==> src/oedm_pkg.sv <==
package oedm_pkg;

  localparam int DEF_DICT_DEPTH     = 1024;
  localparam int DEF_MAX_WORD_LEN   = 16;
  localparam int DEF_MAX_CANDIDATES = 63;

  localparam int OUT_IDX_W = 10;

  localparam logic [1:0] REQ_DICT  = 2'd0;
  localparam logic [1:0] REQ_QUERY = 2'd1;
  localparam logic [1:0] REQ_CLEAR = 2'd2;

  localparam logic [2:0] VERDICT_CORRECT   = 3'd0;
  localparam logic [2:0] VERDICT_CANDIDATE = 3'd1;
  localparam logic [2:0] VERDICT_NONE      = 3'd2;
  localparam logic [2:0] VERDICT_TRUNC     = 3'd3;
  localparam logic [2:0] VERDICT_TOOLONG   = 3'd4;

  // query handed from front to back
  typedef struct packed {
    logic valid;
    logic ovf;
  } job_ctl_t;

  typedef struct packed {
    logic pop;
    logic busy;
  } back_stat_t;

  function automatic logic [OUT_IDX_W-1:0] to_out_idx(input logic [31:0] v);
    return v[OUT_IDX_W-1:0];
  endfunction

endpackage

==> src/oedm_front.sv <==
module oedm_front #(
  parameter int DICT_DEPTH   = oedm_pkg::DEF_DICT_DEPTH,
  parameter int MAX_WORD_LEN = oedm_pkg::DEF_MAX_WORD_LEN
) (
  input  logic                                 clk,
  input  logic                                 rst_n,
  input  logic                                 start,
  output logic                                 busy,
  input  logic [1:0]                           in_req_type,
  input  logic [7:0]                           in_char_code,
  input  logic                                 in_word_end,
  input  oedm_pkg::back_stat_t                 back_stat,
  output oedm_pkg::job_ctl_t                   job_ctl,
  output logic [MAX_WORD_LEN*8-1:0]            job_chars,
  output logic [$clog2(MAX_WORD_LEN+1)-1:0]    job_len,
  output logic [$clog2(DICT_DEPTH+1)-1:0]      job_cnt,
  output logic                                 wr_en,
  output logic [(DICT_DEPTH > 1 ? $clog2(DICT_DEPTH) : 1)-1:0] wr_addr,
  output logic [MAX_WORD_LEN*8+$clog2(MAX_WORD_LEN+1)-1:0]     wr_row
);
  import oedm_pkg::*;

  localparam int LEN_W  = $clog2(MAX_WORD_LEN + 1);
  localparam int CNT_W  = $clog2(DICT_DEPTH + 1);
  localparam int IDX_W  = DICT_DEPTH > 1 ? $clog2(DICT_DEPTH) : 1;
  localparam int WIDX_W = $clog2(MAX_WORD_LEN);
  localparam int CH_W   = MAX_WORD_LEN * 8;

  logic [7:0]       wbuf_r [MAX_WORD_LEN];
  logic [LEN_W-1:0] wlen_r, wlen_nxt;
  logic             ovf_r, ovf_nxt;
  logic [CNT_W-1:0] count_r, count_nxt;
  logic             job_v_r, job_v_nxt;
  logic             job_ovf_r, job_ovf_nxt;
  logic [CH_W-1:0]  job_chars_r, job_chars_nxt;
  logic [LEN_W-1:0] job_len_r, job_len_nxt;
  logic [CNT_W-1:0] job_cnt_r, job_cnt_nxt;

  logic             accept;
  logic             room;
  logic [CH_W-1:0]  word_nxt;
  logic [LEN_W-1:0] len_new;
  logic             ovf_new;
  logic             buf_we;

  assign busy   = job_v_r | back_stat.busy;
  assign accept = start & ~busy;
  assign room   = wlen_r < LEN_W'(MAX_WORD_LEN);

  always_comb begin
    for (int i = 0; i < MAX_WORD_LEN; i++) begin
      word_nxt[i*8 +: 8] = (room && wlen_r == LEN_W'(i)) ? in_char_code : wbuf_r[i];
    end
  end

  assign len_new = room ? wlen_r + LEN_W'(1) : wlen_r;
  assign ovf_new = ovf_r | ~room;

  always_comb begin
    wlen_nxt      = wlen_r;
    ovf_nxt       = ovf_r;
    count_nxt     = count_r;
    job_v_nxt     = job_v_r & ~back_stat.pop;
    job_ovf_nxt   = job_ovf_r;
    job_chars_nxt = job_chars_r;
    job_len_nxt   = job_len_r;
    job_cnt_nxt   = job_cnt_r;
    buf_we        = 1'b0;
    wr_en         = 1'b0;
    if (accept) begin
      unique case (in_req_type)
        REQ_DICT, REQ_QUERY: begin
          buf_we   = room;
          wlen_nxt = len_new;
          ovf_nxt  = ovf_new;
          if (in_word_end) begin
            wlen_nxt = '0;
            ovf_nxt  = 1'b0;
            if (in_req_type == REQ_DICT) begin
              if (!ovf_new && count_r != CNT_W'(DICT_DEPTH)) begin
                wr_en     = 1'b1;
                count_nxt = count_r + CNT_W'(1);
              end
            end else begin
              job_v_nxt     = 1'b1;
              job_ovf_nxt   = ovf_new;
              job_chars_nxt = word_nxt;
              job_len_nxt   = len_new;
              job_cnt_nxt   = count_r;
            end
          end
        end
        REQ_CLEAR: begin
          count_nxt = '0;
          wlen_nxt  = '0;
          ovf_nxt   = 1'b0;
        end
        default: ;
      endcase
    end
  end

  assign wr_addr = count_r[IDX_W-1:0];
  assign wr_row  = {len_new, word_nxt};

  always_ff @(posedge clk) begin
    if (!rst_n) begin
      wlen_r  <= '0;
      ovf_r   <= 1'b0;
      count_r <= '0;
      job_v_r <= 1'b0;
    end else begin
      wlen_r  <= wlen_nxt;
      ovf_r   <= ovf_nxt;
      count_r <= count_nxt;
      job_v_r <= job_v_nxt;
    end
  end

  always_ff @(posedge clk) begin
    if (buf_we) begin
      wbuf_r[wlen_r[WIDX_W-1:0]] <= in_char_code;
    end
    job_ovf_r   <= job_ovf_nxt;
    job_chars_r <= job_chars_nxt;
    job_len_r   <= job_len_nxt;
    job_cnt_r   <= job_cnt_nxt;
  end

  assign job_ctl   = {job_v_r, job_ovf_r};
  assign job_chars = job_chars_r;
  assign job_len   = job_len_r;
  assign job_cnt   = job_cnt_r;

endmodule

==> config.mk <==
export PLATFORM = sky130hd
export DESIGN_NAME = oedm_front
export DESIGN_NICKNAME = d
export VERILOG_FILES = /design/src/oedm_pkg.sv /design/src/oedm_front.sv
export SDC_FILE = /design/constraint.sdc
export NUM_CORES = 1
export LEC_CHECK = 0
export BUFFER_PORTS_ARGS = -buffer_cell sky130_fd_sc_hd__buf_2
export CORE_MARGIN = 2
export CORE_UTILIZATION = 56
export DETAILED_ROUTE_END_ITERATION = 8
export PLACE_DENSITY = 0.85
export SLEW_MARGIN = 20
export SYNTH_ARGS = -nofsm -noshare
export SYNTH_HDL_FRONTEND = slang
export SYNTH_SLANG_ARGS = --single-unit
export TNS_END_PERCENT = 5
==> constraint.sdc <==
create_clock -name clk -period 13 [get_ports clk]
set_input_delay 0 -clock clk [delete_from_list [all_inputs] [get_ports clk]]
set_output_delay 0 -clock clk [all_outputs]
set_load 0.05 [all_outputs]
# Yosys cells after proc, flatten, opt, wreduce, memory -nomap -nowiden
# Memories as Yosys holds them, arrays and structs flattened.
# Cells that the tools add are included.
# W data, S select, Z words.
[totals]
ff_bits = 163
ram_bits = 128
in_bits = 16
output_inout_bits = 291
mem_count = 1
[memory_table]
columns = ["memory", "depth", "word_bits", "rd", "rd_clocked_by_memory_dff", "wr", "line", "text"]
rows = [
  ["wbuf_r", 16, 8, 16, 0, 1, "oedm_front.sv:29", "logic [7:0] wbuf_r [MAX_WORD_LEN];"],
]
[op_classes]
add_sub_neg = 2
order_cmp = 1
n_eq_ne = 21
mux = 38
bitwise = 8
reduce_logical = 25
[op_table]
columns = ["op", "count"]
rows = [
  ["$mux W8", 16],
  ["$eq A5 B4 Y1 const B", 8],
  ["$mux W11", 3],
  ["$pmux W11 S2", 1],
  ["$eq A5 B3 Y1 const B", 4],
  ["$logic_and A1 B1 Y1", 17],
  ["$mux W1", 14],
  ["$add A11 B1 Y11 const B", 1],
  ["$ne A11 B11 Y1 const B", 1],
  ["$eq A5 B2 Y1 const B", 2],
  ["$mux W5", 2],
  ["$pmux W5 S2", 1],
  ["$ne A2 B2 Y1 const B", 3],
  ["$add A5 B1 Y5 const B", 1],
  ["$eq A5 B1 Y1 const B", 1],
  ["$logic_not A5 Y1", 1],
  ["$lt A5 B5 Y1 const B", 1],
  ["$reduce_and A5 Y1", 1],
  ["$not A1 Y1", 4],
  ["$reduce_and A4 Y1", 1],
  ["$and A1 B1 Y1", 2],
  ["$eq A2 B1 Y1 const B", 1],
  ["$eq A2 B2 Y1 const B", 1],
  ["$logic_not A2 Y1", 1],
  ["other kinds (6)", 7],
]

# Depth between registers and ports, before layout
# Gate-level depths: netlist of the first run.
[depth]
depth_word = 10
ltp_mapped = 7

# Worst setup path before layout of the first run
# Ideal clock, no wire load.
[synth_path]
kind = "register to register"
startpoint = "register job_v_r"
endpoint = "register job_chars_r[0] (netlist: job_chars[0]), enable pin"
setup_time_ns = 0.524
arrival_ns = 4.470
required_time_ns = 12.476
setup_slack_ns = 8.006
path_stages_with_launch = 4
path_buffers = 0
period_less_slack_ns = 4.994
cell_sequence = "dfxtp_1 or3b_2 nor2_1 and3_1"
[synth_between]
elab_chain_cells = 4
[synth_lines]
columns = ["item", "line", "text"]
rows = [
  ["start: declaration", "oedm_front.sv:33", "logic job_v_r, job_v_nxt;"],
  ["start signal: assignment", "oedm_front.sv:116", "job_v_r <= job_v_nxt;"],
  ["$or A1 B1 Y1", "oedm_front.sv:46", "assign busy = job_v_r | back_stat.busy;"],
  ["$not A1 Y1", "oedm_front.sv:47", "assign accept = start & ~busy;"],
  ["$and A1 B1 Y1", "oedm_front.sv:47", ""],
  ["$reduce_and A4 Y1 (no line)", "n/a", ""],
  ["end signal: assignment", "oedm_front.sv:125", "job_chars_r <= job_chars_nxt;"],
  ["end: declaration", "oedm_front.sv:35", "logic [CH_W-1:0] job_chars_r, job_chars_nxt;"],
]
# Every way passes these cells.
# A chain may end at the register's enable or synchronous reset.

# Final worst setup path of the first run
[layout_path]
startpoint = "register job_v_r"
endpoint = "register job_chars_r[63] (netlist: job_chars[63]), enable pin"
# Same word-level chain as after synthesis.

==> impl_results.md, run 1 <==
* Largest family of logic cells by synthesized area: multiplexers
* Number of synthesized flops with an enable pin at 273
* Skew final at 0.0161 ns
* Sum Neg Setup Slack at 0 ns
* Fillers at roughly 1,300
* TritonRoute pass-1 iters at 5
* Max-slew headroom at 29.7%
* Synth area leaders: edfxtp_1 73%, mux2_2 13%, dfxtp_1 3.2%
* N_diodes at 0
* Reg-to-reg slack, setup at 9.50 ns
* Power, Total at roughly 0.0018 W
* Crit path capture: job_chars[63]
* Synthesized area per cell at 18.6 um^2
* Slew Limit Fails at 0
* Post-DP HPWL at 16,300 um
* Cell Count, Final, Fillers Out at roughly 1,200
* Vias in the first global route at 6,400
* Effective utilization at floorplan at 57.4%
* Unrepaired setup endpoints after global routing: false
* Worst Path Buf+Inv at 1
* Syn nets at 625
* Max Fclk at 286 MHz
* Crit. End Element: flop
* Seq/Total Area, Yosys at 76.4%
* Tightest Hold Check Type: in2reg
* Grt total ovfl at 0
* Pin count of the biggest net entering global routing at between 70 and 80
* Peak VDD IR at 0.106 mV
* Status: finished clean
* Crit path DAT at 3.66 ns
* Port bufs at 306
* Reg2reg path depth at 4
* Num ports at 307
* Final hold vios at 0
* Total track usage at a little under a quarter
* Synth-to-layout area growth at 23.1%
* Num CTS Buffers at 28
* Clock Path Buffers at 3
* Power Density at 133 mW/mm^2
* WP depth at 4
* Remaining antenna violation count after routing at 0
* Final nets at 934
* Die area at 0.0212 mm^2
* Die Y at 145 um
* WL/cell at 20.8 um
* Yosys reg bits at 291
* Root Driver: clkbuf_16
* Mux share of post-synthesis cell area at 13.5%
* Post-DR vias/cell at 5.42
* Post-Synthesis Cells at 603
* Post-Synth Adder-Cell Area at 0.670%
* Critical Path Source: job_v_r
* Synth area leader: edfxtp_1
* Die X at 145 um
* Syn. warnings at 0
* Routed Wire Length at 24,800 um
* Main synth FF type: edfxtp_1
* Worst-skew pair later-pin latency at between 0.5 and 0.6 ns
* Post-Synth XOR/XNOR Area at 0.235%
* First-pass GRT wire length at 37,400 um
* Library cells used by synthesis at 53
* Most frequent cell after synthesis: edfxtp_1
* Initial antenna violation count at 0
* Clock sinks at 291
* Core Footprint at 0.0195 mm^2
* Max-Cap Viols at 0
* Share of cells above drive strength 1 at a little over half
* Routability Congestion at approximately 0.81
* Worst-path maximum fanout at 74
* Simple-gate share of the synthesized area at under 10%
* Dpl cells at 1,140
* Setup crit start kind: flop
* Hold Slack at 0.0518 ns
* CP Class: reg2reg
* Crit path largest cell delay at 0.92 ns
* Crit path time final at ~3.5 ns
* Final setup fails at 0
* Reg-to-Reg End: job_chars[63]
* # Post-CTS Setup Buffers at 0
* Crit path cell chain: or3b_2 > nor2_1 > and3_4 > buf_4
* Synth Cell Area at 0.0112 mm^2
* Fin crit share at 26.9%
* Row count at 51
* Synth Area in Compound Gates at 1.94%
* Critical path's top delay family: simple AND/OR/NAND/NOR gates
* DRC viols at 0
* Routed vias at 6,465
* Leak Pwr at 5.12 nW
* Critical Path RT at 13.16 ns
* Hold Path Depth at 1
* Worst r2r src: job_v_r
* Drt initial violations at 467
* Post-synth top area share at between 70% and 80%
* Cell with the largest stage delay on the worst path: and3_4
* H-tree Lvls at 1
* Worst-path clk slew at 0.06 ns
* CTS tree: yes
* Post-synth ARST share at 0%
* Worst-Margin Slew at 1.05 ns
* Most frequent cells after synthesis: 273 x edfxtp_1, 129 x mux2_2, 20 x nand2_1
-- final cells by class --
cell class                      instances  area, um^2  share of cell area (%)
Clock inverter                         10         108                   0.780
Clock buffer                           36         731                    5.30
Tap cell                              265         332                    2.40
Multi-Input combinational cell        271        2430                    17.7
Timing Repair Buffer                  314        1610                    11.7
Sequential cell                       291        8560                    62.0
Inverter                                6        22.5                   0.163
-- timing repair --
action / in CTS / in global routing
resized for setup: 0 / 0
endpoints found under the hold margin: 12 / 0
endpoints found under the setup margin: 0 / 0
hold buffers: 7 / 0
-- metal layers --
layer	vias to the layer above	wire length [um]	GRT usage (%)
met1	3145	10400	30.4
met5	-	0	0
met3	54	1900	4.86
li1	2945	-	-
met4	0	744	7.45
met2	321	11800	38.0
-- power breakdown --
part | switching [W] | internal [W] | leakage [nW] | total (W)
sequential | 0.00000144 | 0.00102 | 2.62 | 0.00102
combinational | 0.0000530 | 0.0000128 | 2.10 | 0.0000658
clock | 0.000318 | 0.000432 | 0.402 | 0.000750
total | 0.000372 | 0.00147 | 5.12 | 0.00184
-- worst min-delay path by stage --
stage	start	end	slack [ns]
2_1_floorplan	in_char_code[0]	wbuf_r[0][0]	0.1
3_3_place_gp	rst_n	job_v_r	0.26
3_5_place_dp	rst_n	job_v_r	0.26
4_1_cts	in_char_code[3]	wbuf_r[1][3]	0.04
5_1_grt	in_char_code[3]	wbuf_r[1][3]	0.06
6_report	in_char_code[3]	wbuf_r[9][3]	0.05
-- sequential cells by signal, indices dropped and copies added (netlist names) --
signal and flops:
job_len 5, job_v_r 1, job_chars 128, job_ovf_r 1
job_cnt 11, wlen_r 5, count_r 11, wbuf_r 128
ovf_r 1
-- per-stage QoR --
step / setup WS (ns) / utilization [%] / instance area (um^2)
CTS: 9.49 / 70.6 / 13800
global placement: 9.63 / 66.0 / 12900
floorplan: 8.01 / - / 11200
detailed placement: 9.47 / 66.0 / 12900
global route: 9.25 / 70.6 / 13800
finish: 9.50 / 70.6 / 13800
-- cells in the final DEF, fill, tap and decap left out, drive strengths merged, types with 4 or more instances in the layout --
cell / instances
dfxtp: 18
nor3: 4
dlygate4sd3: 7
inv: 5
edfxtp: 273
buf: 307
and2: 6
ha: 6
nand2b: 7
o21ai: 6
nand2: 24
nand3: 7
clkinv: 8
mux2: 129
mux2i: 6
clkbuf: 36
and3: 5
nor2: 20
a21oi: 7
-- logic make-up after synthesis --
kind of cell	after synthesis
and+or+nand+nor	98
muxes	135
AOI/OAI and AO/OA	29
adders and majority gates	6
xor gates and xnor gates	3
buffers and inverters	41
DFF	291
Note: power is estimated with default switching activity, not from simulation.
==> inputs of run 2 (changes only) <==
ABC_AREA = 1   (was unset)
CORE_UTILIZATION = 52   (was 56)
PLACE_DENSITY = 0.79   (was 0.85)
clock period = 3.6 ns   (was 13 ns; I/O delays follow)
==> impl_results.md, run 2 <==
* Synth area leader: edfxtp_1
* Clk pwr share at 43.2%
* Main synth FF type: edfxtp_1
* DRC viols at 0
* Seq/Total Area, Yosys at 76.3%
* Crit. End Element: primary output
* Reg-to-reg slack, setup at 1.26 ns
* WL/cell at 19.5 um
* Dpl cells at 1,357
* Cts hold-fix bufs at 14
* Final setup fails at 0
* N_diodes at 0
* First-pass GRT wire length at 39,200 um
* Power Density at between 500 and 600 mW/mm^2
* Synthesized area per cell at 13.8 um^2
* Most frequent cells after synthesis: 273 x edfxtp_1, 177 x nand2_1, 103 x o21ai_0
* Clock Path Buffers at 3
* Max Fclk at 389 MHz
* Routed vias at 7,451
* Peak VDD IR at 0.303 mV
* Skew final at 0.00676 ns
* Critical Path RT at 3.60 ns
* H-tree Lvls at 1
* TritonRoute pass-1 iters at 5
* Sequential group share of total power at 53.0%
* CP Class: reg2out
* Worst-path clk slew at ~0.060 ns
* Core Footprint at 0.0211 mm^2
* Synth-to-layout area growth at 24.2%
* Crit path time final at 2.57 ns
* Setup crit start kind: flop
* Most frequent cells in the layout: 306 x buf_2, 273 x edfxtp_1, 177 x nand2_1, 103 x o21ai_0, 45 x nor2_1
* Grt total ovfl at 0
* Library cells used by synthesis at 28
* Initial antenna violation count at 0
* Fin crit share at a little under three quarters
* Pin count of the biggest net entering global routing at 89
* Status: finished clean
* Number of synthesized flops with an enable pin at 273
* Num CTS Buffers at 28
* Die Y at 151 um
* Port bufs at 306
* Post-DR vias/cell at 5.24
* Syn. warnings at 0
* Max-slew headroom at 45.1%
* PostCTS Resize Cnt at 0
* Drt initial violations at between 600 and 700
* CTS tree: yes
* Row count at 53
* Leak Pwr at between 5 and 6 nW
* Syn nets at 837
* Unrepaired setup endpoints after global routing: false
* Num ports at 307
* Share of cells above drive strength 1 at roughly 34%
* Sw power at 0.00142 W
* Max-Cap Viols at 0
* Routed Wire Length at roughly 28,000 um
* Slew Limit Fails at 0
* Most frequent cell after synthesis: edfxtp_1
* Internal power at 0.00556 W
* Comb pwr share at 3.8%
* Final nets at 1,148
* Commonest non-fill, non-tap cell in the layout: buf_2
* Tightest Hold Check Type: in2reg
* Post-DP HPWL at 18,200 um
* Remaining antenna violation count after routing at 0
* # Post-CTS Setup Buffers at 0
* Clock sinks at a little under 300
* Synth area leaders: edfxtp_1 73%, nand2_1 5.9%, o21ai_0 4.6%
* Routability Congestion at 0.889
* Worst-path maximum fanout at 8
* Sum Neg Setup Slack at 0 ns
* Final hold vios at 0
* Worst-Margin Slew at between 0.8 and 0.9 ns
* Crit path DAT at 2.57 ns
* Effective utilization at floorplan at between 50% and 60%
* Die area at 0.0228 mm^2
* Worst-skew pair later-pin latency at between 0.5 and 0.6 ns
* Total track usage at 23.3%
* Yosys reg bits at 291
* Post-synth top area share at 73.1%
* Post-Synthesis Cells at 815
* Switching share of total power at 20.4%
* Die X at between 150 and 200 um
* Cell Count, Final, Fillers Out at 1,423
* Synth Cell Area at 0.0112 mm^2
* Post-synth ARST share at 0%
* Vias in the first global route at approximately 6,800
* Root Driver: clkbuf_16
run 2: cell types whose count changed in the layout (fill, tap and decap cells not counted), moves of 7 or more:
cell	previous run	this run
dlygate4sd3_1	7	14
o21ai_1	1	28
mux2_2	129	0
inv_1	5	40
nand2_1	20	177
o21ai_0	5	103
nor2_1	19	45
nand2b_1	7	0
nand3_1	7	20
nand2_4	0	11
run 2: final timing paths:
path / startpoint / end / cells after the start
min: in_req_type[0] / wlen_r[2] / 5
min reg2reg: count_r[10] / job_cnt[10] / 0
max reg2reg: job_v_r / job_chars[95] / 7
max: wlen_r[4] / wr_en / 7
run 2: kinds of logic (layout without fill, tap and decap cells):
group           after synthesis  in the layout  share of synthesized area [%]
buf+inv                      85            418                           4.21
fa+ha+maj                     6              6                          0.669
simple gates                281            281                           11.8
xor+xnor                      4              4                          0.312
compound gates              148            148                           6.73
flops                       291            291                           76.3
run 2: critical path, stage by stage (launching register included):
cell and delay, ns:
dfxtp_1 0.52, nor2_4 0.18, nand3_1 0.09, dlygate4sd3_1 0.57, nor2_1 0.24, nand2_1 0.12
inv_1 0.07, buf_2 0.25
run 2: final cells by class:
class	instances	area (um^2)
clock buffers	38	790
inverters	44	169
fillers	1502	7160
well taps	275	344
repair buffers	322	1710
multi-input cells	439	2180
flip-flops and latches	291	8560
clock inverters	14	171
run 2: power groups by stage:
stage	sequential, W	clock (W)	combinational (W)
after CTS	0.00370	0.00304	0.000262
final	0.00370	0.00302	0.000262
after global routing	0.00370	0.00319	0.000274
after detailed placement	0.00377	0	0.000249
after global placement	0.00377	0	0.000248
after floorplan	0.00382	0	0.000102
run 2: layer usage:
layer / vias to the layer above / global-route usage, % / routed length, um
li1: 3490 / - / -
met1: 3535 / 28.2 / 10000
met2: 370 / 42.6 / 14700
met3: 56 / 4.01 / 2320
met4: 0 / 7.20 / 754
met5: - / 0 / 0
run 2: stage by stage:
stage	hold slack [ns]	utilization [%]	total power [W]	setup WS, ns	area (um^2)
finish	0.0231	66.0	0.00698	1.03	13900
global route	0.0434	66.0	0.00717	0.871	13900
CTS	0.000160	66.0	0.00700	1.04	13900
detailed placement	0.275	60.8	0.00402	1.27	12800
global placement	0.272	60.8	0.00402	1.34	12800
floorplan	0.0989	-	0.00392	0.145	11200
